--- src/hw/rtl/mpz_pkg.sv ---
`timescale 1ns / 1ps
`default_nettype none

package mpz_pkg;

  // Port widths fixed by the interface.
  localparam int SAMPLE_PORT_W = 64;
  localparam int ROW_WIDTH_W   = 13;
  localparam int MODE_W        = 2;
  localparam int CFG_DATA_W    = 13;
  localparam int CFG_IDX_W     = 1;

  // Register indexes.
  localparam logic [CFG_IDX_W-1:0] REG_ROW_WIDTH   = 1'b0;
  localparam logic [CFG_IDX_W-1:0] REG_SAMPLE_MODE = 1'b1;

  // Active sample width in bits, 1..64.
  localparam int BITS_W = 7;
  typedef logic [BITS_W-1:0] bits_t;

  // Which neighbors lie inside the image.
  typedef struct packed {
    logic use_w;
    logic use_n;
    logic use_nw;
  } nbr_sel_t;

endpackage

`default_nettype wire

--- src/hw/rtl/mpz_med_zigzag.sv ---
`timescale 1ns / 1ps
`default_nettype none

// MED prediction, residual and zigzag map at the active width.
module mpz_med_zigzag import mpz_pkg::*; #(
  parameter int SW = 64
) (
  input  wire logic [SW-1:0] x,
  input  wire logic [SW-1:0] west,
  input  wire logic [SW-1:0] north,
  input  wire logic [SW-1:0] northwest,
  input  wire nbr_sel_t      sel,
  input  wire bits_t         bits,
  output logic [SW-1:0]      code
);

  logic [SW-1:0] mask;
  logic [SW-1:0] top_bit;
  logic [SW-1:0] xv, wv, nv, nwv;
  logic [SW-1:0] lo, hi, pred, resid;
  logic          sign;

  always_comb begin
    for (int i = 0; i < SW; i++) begin
      mask[i]    = (BITS_W'(i) < bits);
      top_bit[i] = (BITS_W'(i + 1) == bits);
    end
  end

  assign xv  = x & mask;
  assign wv  = sel.use_w  ? (west & mask)      : '0;
  assign nv  = sel.use_n  ? (north & mask)     : '0;
  assign nwv = sel.use_nw ? (northwest & mask) : '0;

  assign lo = (wv < nv) ? wv : nv;
  assign hi = (wv < nv) ? nv : wv;

  always_comb begin
    priority if (nwv >= hi) begin
      pred = lo;
    end else if (nwv <= lo) begin
      pred = hi;
    end else begin
      pred = (wv + nv - nwv) & mask;
    end
  end

  assign resid = (xv - pred) & mask;
  assign sign  = |(resid & top_bit);
  assign code  = ((resid << 1) ^ {SW{sign}}) & mask;

endmodule

`default_nettype wire

--- config.mk ---
export PLATFORM = sky130hd
export DESIGN_NAME = mpz_med_zigzag
export DESIGN_NICKNAME = d
export VERILOG_FILES = /design/src/hw/rtl/mpz_pkg.sv /design/src/hw/rtl/mpz_med_zigzag.sv
export SDC_FILE = /design/constraint.sdc
export NUM_CORES = 1
export LEC_CHECK = 0
export BUFFER_PORTS_ARGS = -buffer_cell sky130_fd_sc_hd__buf_4
export CORE_MARGIN = 1
export CORE_UTILIZATION = 55
export DETAILED_ROUTE_END_ITERATION = 7
export MAX_ROUTING_LAYER = met4
export PLACE_DENSITY_LB_ADDON = 0.25
export SETUP_SLACK_MARGIN = 0.5
export SLEW_MARGIN = 10
export SYNTH_ARGS = -nofsm -noshare
export SYNTH_HDL_FRONTEND = slang
export SYNTH_SLANG_ARGS = --single-unit
--- constraint.sdc ---
create_clock -name vclk -period 13.65
set_clock_uncertainty 0.15 [all_clocks]
set_input_delay 1.365 -clock vclk [all_inputs]
set_output_delay 1.365 -clock vclk [all_outputs]
set_load 0.05 [all_outputs]
==> run metrics, run 1 <==
status stopped before the end; Failed at 5_1_grt; Tool Error [ERROR GRT-0116] Global routing finished with congestion. Check the congestion regions in the DRC Viewer.; PortBufs 330; Yosys cell types 91; die width 203 um; Mapped Nets 4,005; first-pass GRT wire length 255 mm; global route total overflow 83; num rows 73; Ports 330; post-synthesis sequential area ratio 0%; Synth warnings 0; Die Height 203 um; vias in the first global route 41,834; starting density of the core 55.7%; Post-Syn Area per Cell 6.58 sq um; Mapped Area 0.0221 sq mm; RD Place Congestion 1.39; pin count of the biggest net entering global routing 42; Inst Count DP 4,862; gr usage total 83.5%; Final HPWL DP 101 mm; cells after synthesis 3,360
[layer usage]
metal	overflow	GRT usage, %
met1	4	83.4
met2	32	94.3
met3	11	73.5
met4	36	76.8
met5	-	-
[metrics by stage]
| step | setup TNS, ns | setup slack (ns) | cell area, sq um | hold slack, ns |
|---|---|---|---|---|
| after floorplan | 0 | 0.514 | 22900 | 3.08 |
| after global placement | -54.68 | -0.963 | 31700 | 3.35 |
| after detailed placement | -82.62 | -1.43 | 31700 | 3.37 |
| after CTS | 0 | 0.343 | 34100 | 3.34 |
[synth_stat cells (all sizes together), types with 76 or more instances]
master  number  area (sq um)
nand2      402          1510
a21oi      364          1820
ha         326          4080
nor2       234           895
o21ai      227          1140
nand3      208          1040
inv        186           701
clkbuf     116           435
mux2i      112          1120
a21o       110           826
and3        86           538
xnor2       81           709
nand4       77           482
and2        76           475
[cells by family after synthesis]
| group | share of synthesized area, % |
|---|---|
| buffers and inverters | 6.48 |
| AND/OR/NAND/NOR | 28.9 |
| AO/OA/AOI/OAI | 29.7 |
| XOR/XNOR | 5.39 |
| multiplexers | 6.24 |
| adder cells (fa/ha/maj) | 23.2 |
[repair_timing]
| item | 4_1_cts |
|---|---|
| pin swaps | 82 |
| gates cloned | 13 |
| endpoints found under the setup margin | 64 |
| resized for setup | 338 |
| buffers inserted | 83 |
| hold buffers | 0 |
==> run 2, diff against run 1 <==
--- a/config.mk
+++ b/config.mk
@@ -7,11 +7,9 @@
 export LEC_CHECK = 0
 export BUFFER_PORTS_ARGS = -buffer_cell sky130_fd_sc_hd__buf_4
 export CORE_MARGIN = 1
-export CORE_UTILIZATION = 55
+export CORE_UTILIZATION = 40
 export DETAILED_ROUTE_END_ITERATION = 7
-export MAX_ROUTING_LAYER = met4
-export PLACE_DENSITY_LB_ADDON = 0.25
-export SETUP_SLACK_MARGIN = 0.5
+export PLACE_DENSITY_LB_ADDON = 0.15
 export SLEW_MARGIN = 10
 export SYNTH_ARGS = -nofsm -noshare
 export SYNTH_HDL_FRONTEND = slang
==> constraint.sdc (replaced) <==
create_clock -name vclk -period 17.75
set_clock_uncertainty 0.15 [all_clocks]
set_input_delay 1.775 -clock vclk [all_inputs]
set_output_delay 1.775 -clock vclk [all_outputs]
set_load 0.05 [all_outputs]
==> run 2 against run 1 <==
  * The run now ends clean
  * Area after synthesis did not move
  * Synthesized cell count did not move
==> run metrics, run 2 <==
Final Critical Period 17.35 ns; # setup viols final 0; XOR/XNOR share of the synthesized area 5.39%; global route total overflow 0; Reg area 0 sq um; Overall Power 3.94 mW; P_int 1.26 mW; top post-synthesis cells by count 401 x nand2_1, 364 x a21oi_1, 326 x ha_1; vias in the first global route 26,262; Detailed Route WL 128 mm; gr usage total 43.8%; NumNets Final 4,285; most frequent cells in the layout 450 x buf_4, 401 x nand2_1, 363 x a21oi_1, 325 x ha_1, 230 x nor2_1; combinational power share 100.0%; RSZ-0062 raised after global routing no; fraction of layout cells with a size suffix above 1 14.8%; Final HPWL DP 109 mm; largest family of logic cells by synthesized area compound AO/OA/AOI/OAI gates; Ports 330; initial antenna violation count 4; remaining antenna violation count 0; critical path peak fanout 39; Setup crit start kind primary input; hold_buf cts 0; Sw Ratio 68.0%; number of clock buffers in the layout 0; Die Height 237 um; count of final max-slew check failures 0; Compound-Gate Fraction of Synth Area 29.7%; post-synthesis sequential area ratio 0%; static leakage 12.6 nW; Crit path largest cell delay 0.97 ns; Switching Power 2.68 mW; Final Hold Fails 0; Mapped Nets 4,005; CP top delay family simple AND/OR/NAND/NOR gates; Synth warnings 0; dpl ws -0.0425 ns; # DRC 0; status completed; FFs & Latches 0; synthesized-area fraction occupied by and/or/nand/nor cells 28.9%; setup bufs post-CTS 0; core area 0.0542 sq mm; CP Class in2out; starting density of the core 40.8%; Yosys cell types 91; # fillers 5,861; M3 GR Usage 9.21%; final hold slack 4.14 ns; Buffers & Inverters on Critical Path 7; Post-Syn Area per Cell 6.58 sq um; most used routing layer met2; clock power share 0%; top post-synthesis cells by area ha_1 18%, a21oi_1 8.2%, nand2_1 6.8%; f_max 57.6 MHz; num rows 85; commonest non-fill, non-tap cell in the layout buf_4; met2 GRT Util 64.9%; die area 0.0562 sq mm; via count 28,760; crit path capture type output port; cells after synthesis 3,360; CP startpoint bits[6]; most frequent cell after synthesis nand2_1; max_cap viols 0; cell mode on critical path buf_4; DRT iter0 DRCs 3,747; PortBufs 330; first-pass GRT wire length 181 mm; Hold Startpoint x[0]; worst-margin pin slew 1.29 ns; pwr dens 152 mW/mm^2; slowest CP cell nor2_2; sequential power share 0%; Vias/cell 6.63; Worst Path Arrival 15.42 ns; worst vdd ir 266 uV; Area Growth Syn to Fin 16.8%; RD Place Congestion 1.07; Post-Synth Adder-Cell Area 23.2%; post-synth top area share 18.4%; Avg WL per Cell 29.6 um; aggregate negative setup slack 0 ns; die width 237 um; area leader, netlist ha_1; setup ws final 0.402 ns; worst rel slew slack 13.1%; post-synthesis mux area share 6.24%; Mapped Area 0.0221 sq mm; TritonRoute pass-1 iters 5; Worst Hold Class in2out; Worst Path Required 15.83 ns; pin count of the biggest net entering global routing 58; met1 usage 62.0%; final worst path period share 97.7%
==> run 2: per-stage QoR <==
stage	instances	area [sq um]	util [%]
after floorplan	3360	22100	-
after global placement	4333	25700	47.5
after detailed placement	4333	25700	47.5
after CTS	4334	25800	47.5
after global routing	4334	25800	47.6
final	4335	25800	47.6
==> run 2: power by group through the flow <==
stage                     clock network [mW]  logic [mW]  registers [mW]
after floorplan                            0        2.55               0
after global placement                     0        3.82               0
after detailed placement                   0        3.79               0
after CTS                                  0        3.81               0
after global routing                       0        4.12               0
final                          0.00000000569        3.94               0
==> run 2: path summary, 6_finish.rpt <==
kind / cells past startpoint / end / slack [ns]
worst max-delay path: 41 / code[25] / 0.40
worst min-delay path: 6 / code[1] / 4.14
==> run 2: cell type report <==
class                           instances  area (sq um)  area share (%)
Multi-Input combinational cell       2998         20800            80.6
Timing Repair Buffer                  453          3430            13.3
Tap cell                              696           871            3.37
Inverter                              187           704            2.73
Antenna cell                            1          2.50         0.00969
==> run 2: timing repair <==
action	4_1_cts	5_1_grt
endpoints found under the setup margin	20	64
gates resized for setup	2	14
gates cloned	1	0
pin swaps	1	0
==> run 2: cell families (layout without fill, tap and decap cells) <==
group           count (synthesis)  count (layout)
mux                           135             135
compound gates               1048            1049
simple gates                 1299            1299
buf+inv                       363             640
fa+ha+maj                     379             379
other cells                     0               1
xor+xnor                      136             136
==> run 2: per-layer routing <==
layer,part of all wire [%],vias up
met5,0.023,-
met4,4.5,4
met3,12,280
met2,41,1948
met1,42,13607
li1,-,12921
==> run 2: tightest hold or removal path, delay by kind of cell <==
kind            cells  cell delay, ns
compound gates      1            0.09
simple gates        1            0.06
buf+inv             2            0.31
xor+xnor            1            0.13
fa+ha+maj           1            0.14
No activity file was read; power rests on OpenSTA's default activity.
==> run 3, diff against run 2 <==
--- a/config.mk
+++ b/config.mk
@@ -6,10 +6,10 @@
 export NUM_CORES = 1
 export LEC_CHECK = 0
 export BUFFER_PORTS_ARGS = -buffer_cell sky130_fd_sc_hd__buf_4
-export CORE_MARGIN = 1
+export CORE_MARGIN = 3
 export CORE_UTILIZATION = 40
 export DETAILED_ROUTE_END_ITERATION = 7
-export PLACE_DENSITY_LB_ADDON = 0.15
+export PLACE_DENSITY = 0.65
 export SLEW_MARGIN = 10
 export SYNTH_ARGS = -nofsm -noshare
 export SYNTH_HDL_FRONTEND = slang
==> run 3 against run 2 <==
  * Maximum frequency fell by 2.2%
  * Core utilization rose by 0.17 points
  * Final cell count rose by 0.25%
  * Wire length fell by 0.17%
  * Global-route usage fell by 1.9 points
  * Critical path depth rose by 1
  * First-iteration DRC count rose by 13%
  * Critical path type unchanged
  * Largest power group unchanged
  * Highest routed layer unchanged
==> run metrics, run 3 (synthesized netlist as in run 2, its figures left out) <==
status completed; remaining antenna violation count 0; vias in the first global route 26,446; Ports 330; most frequent cells in the layout 459 x buf_4, 401 x nand2_1, 363 x a21oi_1, 326 x ha_1, 231 x nor2_1; hold_buf cts 0; max_cap viols 0; Avg WL per Cell 29.5 um; static leakage 12.6 nW; Worst Hold Class in2out; pin count of the biggest net entering global routing 76; setup bufs post-CTS 0; # DRC 0; number of clock buffers in the layout 0; RSZ-0062 raised after global routing no; RD Place Congestion 1.10; cell area after layout 0.0259 sq mm; Final HPWL DP 109 mm; critical path peak fanout 44; Final Hold Fails 0; Overall Power 3.99 mW; Die Height 241 um; Hold Path End code[1]; PortBufs 330; pwr dens 154 mW/mm^2; worst-margin pin slew 1.33 ns; combinational power share 100.0%; cell mode on critical path buf_4; final worst path period share 100%; slowest CP cell a2111oi_1; P_int 1.29 mW; crit path capture type output port; Setup crit start kind primary input; commonest non-fill, non-tap cell in the layout buf_4; # setup viols final 0; Switching Power 2.69 mW; Hold Startpoint x[0]; first-pass GRT wire length 180 mm; core area 0.0542 sq mm; gr usage total 41.9%; Detailed Route WL 128 mm; Buffers & Inverters on Critical Path 9; via count 29,077; Area Growth Syn to Fin 17.2%; Worst Path Arrival 15.82 ns; fraction of layout cells with a size suffix above 1 14.9%; Final Critical Period 17.74 ns; Worst Hold Depth 6; Reg area 0 sq um; worst vdd ir 264 uV; worst rel slew slack 11.6%; num rows 85; CP top delay family simple AND/OR/NAND/NOR gates; CP Class in2out; die width 241 um; clock power share 0%; FFs & Latches 0; dpl cell area 0.0259 sq mm; TritonRoute pass-1 iters 6; initial antenna violation count 6; Crit path largest cell delay 0.94 ns; starting density of the core 40.8%; Sw Ratio 67.6%; aggregate negative setup slack 0 ns; die area 0.0581 sq mm; count of final max-slew check failures 0; sequential power share 0%; Worst Path Required 15.83 ns; global route total overflow 0; Vias/cell 6.69; DRT iter0 DRCs 4,237; f_max 56.4 MHz; NumNets Final 4,296
[run 3: cell count changes in the layout (fill, tap and decap cells not counted), sizes merged]
cell	before	now
buf	453	464
[run 3: timing repair]
action / CTS / global route
setup endpoints to repair: 1 / 64
gates cloned: 0 / 1
pin swaps: 0 / 1
resized for setup: 1 / 10
[run 3: worst max path at each step]
stage / startpoint / to / slack [ns] / cells after the start
finish: bits[2] / code[15] / 0.008 / 42
global route: bits[2] / code[63] / 0.11 / 44
detailed placement: bits[3] / code[63] / 0.02 / 42
CTS: bits[4] / code[63] / 0.15 / 43
floorplan: bits[2] / code[31] / 2.19 / 47
global placement: bits[3] / code[63] / 0.25 / 42
[run 3: area by class of cell]
cell class	instances	area [sq um]
Antenna cell	1	2.50
Timing Repair Buffer	464	3550
Multi-Input combinational cell	2998	20800
Tap cell	696	871
Inverter	187	704
Fill cell	5808	28300
[run 3: per-stage QoR]
| stage | instances | setup WS [ns] | util (%) | hold slack (ns) |
|---|---|---|---|---|
| 5_1_grt | 4345 | 0.110 | 47.8 | 4.18 |
| 3_3_place_gp | 4344 | 0.248 | 47.7 | 4.14 |
| 6_report | 4346 | 0.00785 | 47.8 | 4.14 |
| 4_1_cts | 4344 | 0.150 | 47.7 | 4.14 |
| 3_5_place_dp | 4344 | 0.0170 | 47.7 | 4.14 |
| 2_1_floorplan | 3360 | 2.19 | - | 3.99 |
[run 3: power by group through the flow]
stage,Combinational (mW),Sequential [mW],Clock (mW)
final,3.99,0,0.00000000761
after global routing,4.18,0,0
after CTS,3.86,0,0
after detailed placement,3.84,0,0
after global placement,3.88,0,0
after floorplan,2.55,0,0
[run 3: metal layers]
layer / share of wire [%] / GRT usage [%] / up-vias / wire length [um]
li1: - / - / 12949 / -
met1: 42 / 59.7 / 13845 / 54400
met2: 40 / 61.3 / 1944 / 51700
met3: 12 / 7.72 / 335 / 15200
met4: 5.4 / 17.9 / 4 / 6880
met5: 0.021 / 0 / - / 27
